File: config.mk
export PLATFORM = sky130hd
export DESIGN_NAME = rrpl_age
export DESIGN_NICKNAME = d
export VERILOG_FILES = /design/src/hw/rtl/drrip_ship_stream_bypass_replacement_top_macros.svh /design/src/hw/rtl/rrpl_pkg.sv /design/src/hw/rtl/rrpl_age.sv
export SDC_FILE = /design/constraint.sdc
export NUM_CORES = 1
export LEC_CHECK = 0
export BUFFER_PORTS_ARGS = -buffer_cell sky130_fd_sc_hd__clkbuf_2
export CAP_MARGIN = 20
export CORE_MARGIN = 3
export CORE_UTILIZATION = 30
export DETAILED_ROUTE_END_ITERATION = 8
export PLACE_DENSITY = 0.73
export SYNTH_ARGS = -nofsm -noshare
export SYNTH_HDL_FRONTEND = slang
export SYNTH_SLANG_ARGS = --single-unit
File: constraint.sdc
create_clock -name vclk -period 8.8
set_input_delay 2.64 -clock vclk [all_inputs]
set_output_delay 2.64 -clock vclk [all_outputs]
set_load 0.03 [all_outputs]
File: src/hw/rtl/drrip_ship_stream_bypass_replacement_top_macros.svh
// assertion macros for the replacement block
// used by the top level; expects clk and rst_n in scope
`ifndef DRRIP_SHIP_STREAM_BYPASS_REPLACEMENT_TOP_MACROS_SVH
`define DRRIP_SHIP_STREAM_BYPASS_REPLACEMENT_TOP_MACROS_SVH

// implication checked on the same clock edge
`define RRPL_ASSERT_NOW(lbl, ante, cons) \
    lbl: assert property (@(posedge clk) disable iff (!rst_n) (ante) |-> (cons)) \
        else $error("rrpl check failed");

// implication checked at the next clock edge
`define RRPL_ASSERT_NEXT(lbl, ante, cons) \
    lbl: assert property (@(posedge clk) disable iff (!rst_n) (ante) |=> (cons)) \
        else $error("rrpl check failed");

`endif

File: src/hw/rtl/rrpl_pkg.sv
// shared constants and types for the replacement block
// no dependencies
package rrpl_pkg;

    localparam int DEF_NUM_SETS       = 2048;
    localparam int DEF_NUM_WAYS       = 16;
    localparam int DEF_SIGNATURE_BITS = 6;
    localparam int DEF_LEADER_SETS    = 64;
    localparam int DEF_SELECTOR_BITS  = 10;

    localparam logic [1:0]  RRIP_DISTANT = 2'd3;
    localparam logic [1:0]  RRIP_LONG    = 2'd2;
    localparam logic [1:0]  RRIP_NEAR    = 2'd0;
    localparam logic [1:0]  REUSE_STRONG = 2'd2;
    localparam logic [1:0]  REUSE_INIT   = 2'd1;
    localparam logic [63:0] STRIDE_BYTES = 64'd64;
    localparam logic [2:0]  BRRIP_MASK   = 3'h7;
    localparam int          LINE_SHIFT   = 6;

    localparam logic [2:0]  SCORE_MAX = 3'sd3;
    localparam logic [2:0]  SCORE_MIN = 3'b100;

    localparam int          CFG_IDX_W     = 2;
    localparam int          CFG_DATA_W    = 16;
    localparam logic [1:0]  CFG_THRESHOLD = 2'd0;
    localparam logic [1:0]  CFG_PERIOD    = 2'd1;
    localparam logic [2:0]  THRESHOLD_RST = 3'd2;
    localparam logic [15:0] PERIOD_RST    = 16'd16384;

    typedef enum logic [6:0] {
        S_CLEAR = 7'b0000001,
        S_IDLE  = 7'b0000010,
        S_MAIN  = 7'b0000100,
        S_TRAIN = 7'b0001000,
        S_DECAY = 7'b0010000,
        S_SIGRD = 7'b0100000,
        S_INS   = 7'b1000000
    } state_t;

endpackage

File: src/hw/rtl/rrpl_age.sv
// ages one set's re-reference values and picks the victim way
// depends on rrpl_pkg
module rrpl_age
    import rrpl_pkg::*;
#(
    parameter int NUM_WAYS = DEF_NUM_WAYS
) (
    input  logic [NUM_WAYS*2-1:0]        rrip_in,
    output logic [NUM_WAYS*2-1:0]        rrip_out,
    output logic [$clog2(NUM_WAYS)-1:0]  victim
);

    logic       hi;
    logic       lo;
    logic [1:0] maxv;
    logic [1:0] gap;

    always_comb
    begin
        hi = 1'b0;
        lo = 1'b0;
        for (int i = 0; i < NUM_WAYS; i++)
        begin
            hi = hi | rrip_in[2*i+1];
        end
        for (int i = 0; i < NUM_WAYS; i++)
        begin
            lo = lo | (rrip_in[2*i] & (rrip_in[2*i+1] == hi));
        end
        maxv = {hi, lo};
        gap  = RRIP_DISTANT - maxv;
        victim = '0;
        for (int i = NUM_WAYS - 1; i >= 0; i--)
        begin
            rrip_out[2*i +: 2] = rrip_in[2*i +: 2] + gap;
            if (rrip_in[2*i +: 2] == maxv)
            begin
                victim = i[$clog2(NUM_WAYS)-1:0];
            end
        end
    end

endmodule

==> flow_metrics.py <==
metrics = {
    "floorplanning": {
        "initial_utilization_pct": 31.50,
        "ios": 68,
        "die_area_um2": 3951,
        "core_area_um2": 3078,
        "num_rows": 20,
        "die_w_um": 62.86,
        "chipHeight_um": 62.86,
    },
    "timing": {
        "setup_viol": 0,
        "timing.hold.ws_ns": 5.708,
        "tightestPinTransition_ns": 0.4936,
        "period_share_pct": 98.11,
        "clock.fmax_mhz": 115.8,
        "fin_tns_setup_ns": 0,
        "grt_setup_unrepaired": "no",
        "finalMaxSlewViolations": 0,
        "min_period_ns": 8.634,
        "max-slew-margin-rel_pct": 66.74,
        "finalHoldViolCount": 0,
    },
    "finish": {
        "drive_gt1_share_pct": 41.58,
        "post-route-util_pct": 45.08,
        "final_cells": 246,
        "n_antenna_cell": 0,
        "clock_buffers": 0,
        "seq_area_um2": 0,
        "seq_cells": 0,
        "area_growth_pct": 43.10,
        "final_net_count": 253,
        "fillers": 325,
    },
    "placed_design": {
        "gp_congestion": 0.8427,
        "placed_cells": 244,
        "hpwl_mm": 2.824,
        "io_buffers": 68,
    },
    "power_and_ir_drop": {
        "ir_drop_v": 0.00001806,
        "leakage_uw": 0.0007246,
        "power.density_nw_per_um2": 58.03,
        "finalPower_uw": 80.52,
    },
    "route": {
        "first_pass_iters": 4,
        "drt_iter0_markers": 70,
        "wl_per_cell_um": 13.09,
        "vias_per_cell": 5.175,
        "vias": 1273,
        "ant_nets": 0,
        "drc_errors": 0,
        "wirelength_mm": 3.220,
    },
    "yosys": {
        "synth.area.mux_share_pct": 0,
        "synth.most_common_cell": "o21ai_0",
        "yosys.area.top_type": "ha_1",
        "synth.area.top_cells": "ha_1, xnor2_1, o21ai_0, nor2_1, xor2_1",
        "seq_area_frac_synth_pct": 0,
        "syn_nets": 182,
        "synth_compound_area_share_pct": 32.52,
        "ys_warn_count": 0,
        "synth_top_family_by_area": "compound AO/OA/AOI/OAI gates",
        "syn_area_per_cell_um2": 7.291,
        "synth_adder_area_share_pct": 21.94,
        "netlist_area_um2": 969.7,
        "synth_top_area_share_pct": 21.94,
        "synth_simple_gate_area_share_pct": 26.71,
        "synth_xor_area_share_pct": 14.45,
        "synth_cell_types": 41,
        "yosys-top-cells-count": "o21ai_0, ha_1, nor2_1",
        "syn_inst": 133,
    },
    "setup_path": {
        "critical_path_class": "primary input to primary output",
        "cpLargestDelayFamily": "simple AND/OR/NAND/NOR gates",
        "slowest_delay_ns": 0.59,
        "cp.depth": 15,
        "path_cells": "clkbuf_2 -> or4_1 -> and4b_1 -> and2_4 -> o21ai_1 -> nand3_1 -> or4_1 -> a211oi_4 -> buf_6 -> ha_1 -> o21ai_1 -> a311oi_2 -> o31ai_1 -> and3_1 -> clkbuf_2",
        "critPathRequiredTime_ns": 6.16,
        "cp_slowest_cell": "or4_1",
        "path_buf_inv": 3,
        "cp_max_fo": 33,
        "startpoint_type": "primary input",
        "critPathCaptureType": "primary output",
        "arrival_ns": 5.99,
    },
    "global_routing": {
        "grt_pass1_vias": 1166,
        "grt_max_degree": 34,
        "grt.total_usage_pct": 15.69,
        "grt_overflow": 0,
        "antenna_found_initial": 0,
        "grt_pass1_wl_mm": 5.326,
    },
    "clock_tree": {
        "cts-hold-fix-buffers": 0,
    },
    "run": {
        "cap_violations": 0,
    },
    "status": {
        "status": "complete, no violations",
    },
    "hold_path": {
        "holdPathStages": 3,
        "hp-class": "primary input to primary output",
    },
}
-- per-layer routing --
| layer | GRT usage (%) | wire (um) | part of all wire (%) | vias up |
|---|---|---|---|---|
| li1 | - | - | - | 638 |
| met1 | 20.86 | 1479 | 46 | 577 |
| met2 | 27.56 | 1492 | 46 | 54 |
| met3 | 2.158 | 218 | 6.8 | 4 |
| met4 | 1.653 | 30 | 0.93 | 0 |
| met5 | 0 | 0 | 0 | - |
-- logic make-up (layout without fill, tap and decap cells) --
kind of cell / after synthesis / in the layout
AND/OR/NAND/NOR: 48 / 48
AO/OA/AOI/OAI: 45 / 45
adder cells (fa/ha/maj): 17 / 17
XOR/XNOR: 16 / 16
buffers and inverters: 7 / 76
-- placed cells by master (no fill, tap or decap), types with 3 or more instances in the layout --
master	count
clkbuf_2	67
nor2_1	17
o21ai_0	17
ha_1	17
xnor2_1	13
nand2_1	6
nand3_1	5
nor3_1	4
a21oi_1	4
o21ai_1	4
buf_4	4
inv_1	3
xor2_1	3
-- metrics by stage --
stage | cell area [um^2] | worst slack, ns
4_1_cts | 1369 | 0.04865
5_1_grt | 1388 | 0.009543
3_3_place_gp | 1369 | 0.1487
6_report | 1388 | 0.1664
2_1_floorplan | 982.2 | 0.1189
3_5_place_dp | 1369 | 0.07518
-- path summary, 6_finish.rpt --
path   startpoint           to  slack (ns)
max   rrip_in[21]    victim[1]        0.17
min    rrip_in[4]  rrip_out[4]        5.71
-- what timing repair did --
item,in CTS,in global routing
setup endpoints to repair,0,4
setup buffers,0,2
resized for setup,0,6
-- where the power goes --
part           total (uW)  switching (uW)  internal (uW)  leakage (uW)
Clock                   0               0              0             0
Sequential              0               0              0             0
Combinational        80.5            52.2           28.3      0.000725
-- area by class of cell --
| cell class | instances | area, um^2 | share of cell area (%) |
|---|---|---|---|
| timing repair buffer | 73 | 381.6 | 27.50 |
| multi-input combinational | 126 | 939.7 | 67.72 |
| tap | 44 | 55.05 | 3.968 |
| inverter | 3 | 11.26 | 0.8115 |
Note: power is estimated with default switching activity, not from simulation.
