--- config.mk ---
export PLATFORM = sky130hd
export DESIGN_NAME = rrpl_ram
export DESIGN_NICKNAME = d
export VERILOG_FILES = /design/src/hw/rtl/drrip_ship_stream_bypass_replacement_top_macros.svh /design/src/hw/rtl/rrpl_ram.sv
export SDC_FILE = /design/constraint.sdc
export NUM_CORES = 1
export LEC_CHECK = 0
export ABC_CLOCK_PERIOD_IN_PS = 2900
export BUFFER_PORTS_ARGS = -buffer_cell sky130_fd_sc_hd__buf_2
export CAP_MARGIN = 20
export CORE_ASPECT_RATIO = 0.9
export CORE_UTILIZATION = 45
export DETAILED_ROUTE_END_ITERATION = 10
export SYNTH_ARGS = -nofsm -noshare
export SYNTH_HDL_FRONTEND = slang
export SYNTH_SLANG_ARGS = --single-unit
--- constraint.sdc ---
create_clock -name clk -period 2.9 [get_ports clk]
set_input_delay 0.58 -clock clk [delete_from_list [all_inputs] [get_ports clk]]
set_output_delay 0.58 -clock clk [all_outputs]
set_load 0.005 [all_outputs]
--- src/hw/rtl/drrip_ship_stream_bypass_replacement_top_macros.svh ---
// assertion macros for the replacement block
// used by the top level; expects clk and rst_n in scope
`ifndef DRRIP_SHIP_STREAM_BYPASS_REPLACEMENT_TOP_MACROS_SVH
`define DRRIP_SHIP_STREAM_BYPASS_REPLACEMENT_TOP_MACROS_SVH

// implication checked on the same clock edge
`define RRPL_ASSERT_NOW(lbl, ante, cons) \
    lbl: assert property (@(posedge clk) disable iff (!rst_n) (ante) |-> (cons)) \
        else $error("rrpl check failed");

// implication checked at the next clock edge
`define RRPL_ASSERT_NEXT(lbl, ante, cons) \
    lbl: assert property (@(posedge clk) disable iff (!rst_n) (ante) |=> (cons)) \
        else $error("rrpl check failed");

`endif

--- src/hw/rtl/rrpl_ram.sv ---
// generic single-port-write, single-port-read ram with registered read
// no dependencies
module rrpl_ram #(
    parameter int WIDTH = 8,
    parameter int DEPTH = 64
) (
    input  logic                     clk,
    input  logic                     we,
    input  logic [$clog2(DEPTH)-1:0] waddr,
    input  logic [WIDTH-1:0]         wdata,
    input  logic [$clog2(DEPTH)-1:0] raddr,
    output logic [WIDTH-1:0]         rdata
);

    logic [WIDTH-1:0] mem [DEPTH];

    always_ff @(posedge clk)
    begin
        if (we)
        begin
            mem[waddr] <= wdata;
        end
        rdata <= mem[raddr];
    end

endmodule

==> results of run 1 <==
==> final timing paths <==
check             startpoint         end  slack [ps]  depth (start not counted)
setup reg to reg   mem[2][3]    rdata[3]         550                          5
hold reg to reg   mem[31][4]    rdata[4]         820                          3
setup / recovery    raddr[0]    rdata[3]         290                          7
hold / removal      wdata[5]  mem[38][5]         340                          1
==> state kept, by name (all words and copies together) (netlist names) <==
signal	count
mem	512
rdata	8
==> Yosys cell counts, drive strengths merged <==
master,n
edfxtp,512
mux4,126
nor2,83
buf,34
mux2i,23
nand2,19
clkbuf,17
nor2b,14
mux2,13
nand3,13
dfxtp,8
o221ai,8
o22ai,8
nand2b,7
nor3,7
a221oi,6
a211oi,4
o21ai,4
a21oi,3
a22oi,3
nand3b,3
o2111ai,3
o2bb2ai,3
a2111oi,2
nand4,2
nor4,2
o21a,2
o221a,2
o32ai,2
o41ai,2
a31oi,1
and2,1
nand4b,1
o311ai,1
or3,1
==> stage by stage <==
step	std cells	area, sq um	setup TNS, ps	hold WS (ps)	utilization, %
after floorplan	940	20200	0	679	-
after global placement	1649	21900	-111	814	49.4
after detailed placement	1649	21900	-190	816	49.4
after CTS	1741	23400	0	402	53.0
after global routing	1742	23500	0	332	53.1
final	1743	23500	0	336	53.1
==> kinds of logic (layout without fill, tap and decap cells) <==
logic type	after synthesis	in the layout	share of synthesized area, %
mux	162	162	15.9
simple gates	153	153	3.39
other cells	0	1	0
buf+inv	51	253	1.57
compound gates	54	54	2.07
flops	520	520	77.0
==> power by group through the flow <==
stage / clock, mW / combinational (mW) / sequential, mW
finish: 6.37 / 0.827 / 8.34
global route: 6.75 / 0.882 / 8.35
CTS: 6.49 / 0.834 / 8.35
detailed placement: 0 / 0.832 / 8.51
global placement: 0 / 0.821 / 8.50
floorplan: 0 / 0.443 / 8.49
==> routing by layer <==
| metal | part of all wire [%] | global-route usage, % |
|---|---|---|
| met1 | 44 | 30.5 |
| met2 | 47 | 32.1 |
| met3 | 6.6 | 4.79 |
| met4 | 2.0 | 5.17 |
| met5 | 0.050 | 0 |
==> layout make-up <==
cell class              count  area [sq um]  share of cell area, %
repair buffers            161          1270                   5.43
diodes                      1          2.50                 0.0107
clock inverters            26           210                  0.896
well taps                 600           751                   3.20
flip-flops and latches    520         15500                   66.2
clock buffers              66          1380                   5.86
multi-input cells         369          4320                   18.4
==> flow_summary.json, run 1 <==
{
  "status": "complete, no violations",
  "netSwitchingFraction_pct": 20.6,
  "grt.overflow.total": 0,
  "post-route-period-util_pct": 90.1,
  "powerDensity_nw_per_um2": 662,
  "routed_wl_mm": 45.8,
  "cp_num_buf_inv": 3,
  "nFillCells": 3497,
  "dr.pass1.iters": 5,
  "p_clk_share_pct": 41.0,
  "clk_latency_ps": 590,
  "synth_nets": 962,
  "tightest_slew_ps": 1070,
  "die_x_um": 225,
  "design.core.area_sq_um": 44200,
  "dp_slack_ps": -190,
  "grtUsageTotal_pct": 20.9,
  "final_cell_mix": "512 x edfxtp_1, 126 x mux4_2, 124 x buf_4",
  "die_area_sq_um": 45700,
  "syn_inst": 940,
  "cp-end-kind": "register",
  "area_growth_syn_to_layout_pct": 16.3,
  "slew_headroom_pct": 27.0,
  "cts_tree": "done",
  "hpwl_mm": 29.4,
  "start_util_pct": 45.6,
  "nets": 1126,
  "synth.area.top_cells": "edfxtp_1 76%, mux4_2 14%, nor2_1 1.5%",
  "rows": 73,
  "clk_pin_slew_ps": 60,
  "crit_arrival_ps": 3070,
  "wl_per_cell_um": 26.3,
  "place.gp.congestion": 0.840,
  "synth_seq_cells": 520,
  "yosys.area.top_type_share_pct": 76.2,
  "grt_max_degree": 65,
  "io_pins": 30,
  "postCtsSetupBuffers": 0,
  "final_common_cell": "edfxtp_1",
  "avgSynthCellArea_sq_um": 21.5,
  "netlist_area_sq_um": 20200,
  "hold_viol_final": 0,
  "hold_buffers": 0,
  "fin_ws_ps": 288,
  "ys_types": 40,
  "slowest_delay_ps": 920,
  "finalSetupViolations": 0,
  "yosysWarnings": 0,
  "crit_type": "in -> reg",
  "ir_worst_vdd_v": 0.000501,
  "rsz0062_at_grt": "no",
  "p_int_mw": 12.3,
  "cts_root_buf": "clkbuf_16",
  "cp_slowest_cell": "a2111oi_0",
  "slew_violations": 0,
  "cp_max_fo": 23,
  "skew_ps": 14.4,
  "fmax_mhz": 383,
  "cts_buffers": 52,
  "grt_pass1_wl_mm": 68.1,
  "drt_iter0_drc": 782,
  "period_needed_ps": 2610,
  "h-tree-depth": 2,
  "power_frac_comb_pct": 5.3,
  "via_per_inst": 5.66,
  "cts_buffer_depth": 3,
  "clock-sinks": 520,
  "leakagePower_nw": 7.57,
  "path_cells": "clkbuf_8, buf_12, mux4_2, nor2b_1, a2111oi_0, buf_4, o41ai_1",
  "power.share.sequential_pct": 53.7,
  "drive_gt1_share_pct": 32.0,
  "hp-class": "in -> reg",
  "die_h_um": 203,
  "yosysTopAreaCell": "edfxtp_1",
  "port_buffers": 29,
  "crit_family": "compound AO/OA/AOI/OAI gates",
  "vias": 9860,
  "post_cts_resized": 0,
  "switchingPower_mw": 3.21,
  "p_total_mw": 15.5,
  "grt_pass1_vias": 10100,
  "required_ps": 3360,
  "drc_errors": 0,
  "antenna_found_initial": 3,
  "ant_nets": 0,
  "drv_cap": 0,
  "synth-seq-area-share_pct": 77.0,
  "cp-start-kind": "input port"
}
Power figures use the tool's default switching activity.
==> run 2, diff against run 1 <==
- PLACE_DENSITY: default -> 0.66
==> run 2 against run 1 <==
Against the previous run:
- worst hold slack worse by 7.4 ps
- first-iteration DRC count is 41% higher
- critical path depth stayed put
- via count is 0.30% lower
- sequential share of layout area is 0.25 points higher
- flip-flop and latch count stayed put
- count of clock-buffer cells in the layout is 2 lower
- clock power is 0.6% higher
- worst setup slack better by 380 ps
- register-to-register slack better by 320 ps
- cell area is 0.37% lower
- non-clock buffer count is 14 lower
- critical path type unchanged
==> flow_summary.json, run 2 (same netlist as run 1, synthesis figures left out) <==
{
  "largest_register_ffs": 512,
  "worstRegToRegCells": 5,
  "slew_violations": 0,
  "top_regs": "mem x512, rdata x8",
  "routed_wl_mm": 44.5,
  "postCtsSetupBuffers": 0,
  "die_area_sq_um": 45700,
  "hold_depth": 1,
  "final_cell_mix": "512 x edfxtp_1, 126 x mux4_2, 112 x buf_4",
  "cp-start-kind": "input port",
  "drc_errors": 0,
  "clk_latency_ps": 590,
  "final_cell_area_sq_um": 23400,
  "cts_tree": "done",
  "fmax_mhz": 447,
  "grtUsageTotal_pct": 20.3,
  "post-route-period-util_pct": 77.1,
  "r2r-start": "mem[20][6]",
  "place.gp.congestion": 0.819,
  "hp-class": "in -> reg",
  "power.share.sequential_pct": 53.7,
  "io_pins": 30,
  "area_growth_syn_to_layout_pct": 15.9,
  "min_from": "wdata[3]",
  "hold_buffers": 0,
  "die_x_um": 225,
  "slew_headroom_pct": 49.0,
  "grt.overflow.total": 0,
  "drive_gt1_share_pct": 32.3,
  "nets": 1111,
  "finalSetupViolations": 0,
  "start_util_pct": 45.6,
  "cp_max_fo": 38,
  "clk_pin_slew_ps": 60,
  "crit_type": "in -> reg",
  "grt_pass1_vias": 9995,
  "drt_iter0_drc": 1102,
  "multiInputGateArea_sq_um": 4320,
  "nFillCells": 3448,
  "placed_area_sq_um": 21700,
  "switchingPower_mw": 3.22,
  "post_cts_resized": 0,
  "cts_buffer_depth": 3,
  "ir_worst_vdd_v": 0.000459,
  "clock-sinks": 520,
  "rows": 73,
  "seqCellArea_sq_um": 15500,
  "h-tree-depth": 2,
  "grt_pass1_wl_mm": 66.6,
  "required_ps": 3370,
  "die_h_um": 203,
  "r2r_setup_slack_ps": 870,
  "antenna_found_initial": 4,
  "setup_tns_ps": 0,
  "drv_cap": 0,
  "design.core.area_sq_um": 44200,
  "hold_viol_final": 0,
  "wl_per_cell_um": 25.7,
  "p_int_mw": 12.3,
  "status": "complete, no violations",
  "hold_end": "mem[23][3]",
  "via_per_inst": 5.67,
  "crit_arrival_ps": 2700,
  "dr.pass1.iters": 5,
  "cts_buffers": 51,
  "cp-end-kind": "register",
  "ant_nets": 0,
  "rsz0062_at_grt": "no",
  "tightest_slew_ps": 764,
  "hpwl_mm": 28.1,
  "period_needed_ps": 2230,
  "grt_max_degree": 65,
  "vias": 9830,
  "final_common_cell": "edfxtp_1",
  "placed_cells": 1635,
  "r2r_end": "rdata[6]",
  "port_buffers": 29,
  "skew_ps": 12.0,
  "powerDensity_nw_per_um2": 665,
  "fin_cells": 1733,
  "p_clk_share_pct": 41.2,
  "power_frac_comb_pct": 5.1,
  "netSwitchingFraction_pct": 20.7,
  "largest_register": "mem",
  "leakagePower_nw": 7.52,
  "cts_root_buf": "clkbuf_16"
}
[run 2: changes by cell type in the layout (fill, tap and decap cells not counted)]
| cell | previous run | this run |
|---|---|---|
| buf_4 | 124 | 112 |
| clkinv_1 | 16 | 7 |
| buf_12 | 10 | 8 |
| clkbuf_1 | 13 | 11 |
| diode_2 | 1 | 2 |
| inv_6 | 0 | 1 |
| clkinvlp_4 | 0 | 3 |
| clkinv_2 | 6 | 16 |
[run 2: how the worst max path moves through the flow]
stage	depth (start not counted)	end	from	slack, ps
6_report	7	rdata[1]	raddr[0]	670
5_1_grt	7	rdata[1]	raddr[0]	620
4_1_cts	7	rdata[1]	raddr[0]	690
3_5_place_dp	7	rdata[1]	raddr[0]	70
3_3_place_gp	7	rdata[1]	raddr[0]	110
2_1_floorplan	7	rdata[3]	raddr[1]	650
[run 2: power groups by stage]
stage | combinational (mW) | sequential [mW] | clock, mW
final | 0.796 | 8.35 | 6.41
after global routing | 0.853 | 8.35 | 6.80
after CTS | 0.802 | 8.35 | 6.53
after detailed placement | 0.800 | 8.51 | 0
after global placement | 0.788 | 8.51 | 0
after floorplan | 0.443 | 8.49 | 0
[run 2: cell type report]
class                   count  share of cell area, %
clock inverters            31                   1.10
repair buffers            147                   4.90
multi-input cells         369                   18.5
clock buffers              64                   5.85
diodes                      2                 0.0214
flip-flops and latches    520                   66.5
well taps                 600                   3.21
[run 2: metrics by stage]
step	power (mW)	util, %	hold slack, ps	worst slack [ps]
after floorplan	8.93	-	679	652
after global placement	9.30	49.1	807	112
after detailed placement	9.31	49.1	833	66.4
after CTS	15.7	52.8	405	693
after global routing	16.0	52.9	318	617
final	15.6	52.9	329	665
[run 2: metal layers]
metal / share of wire, % / vias to the layer above / track usage (%) / wire length [um]
met1: 43 / 5158 / 29.3 / 19200
met3: 7.8 / 63 / 4.83 / 3490
met4: 2.2 / 4 / 5.22 / 995
li1: - / 4237 / - / -
met5: 0.052 / - / 0 / 23
met2: 47 / 368 / 31.2 / 20900
[run 2: critical path, stage by stage]
cell       delay (ps)
clkbuf_8          280
buf_12            310
mux4_2            560
mux4_2            480
nor2_1            190
nor3_1            100
o2bb2ai_1         140
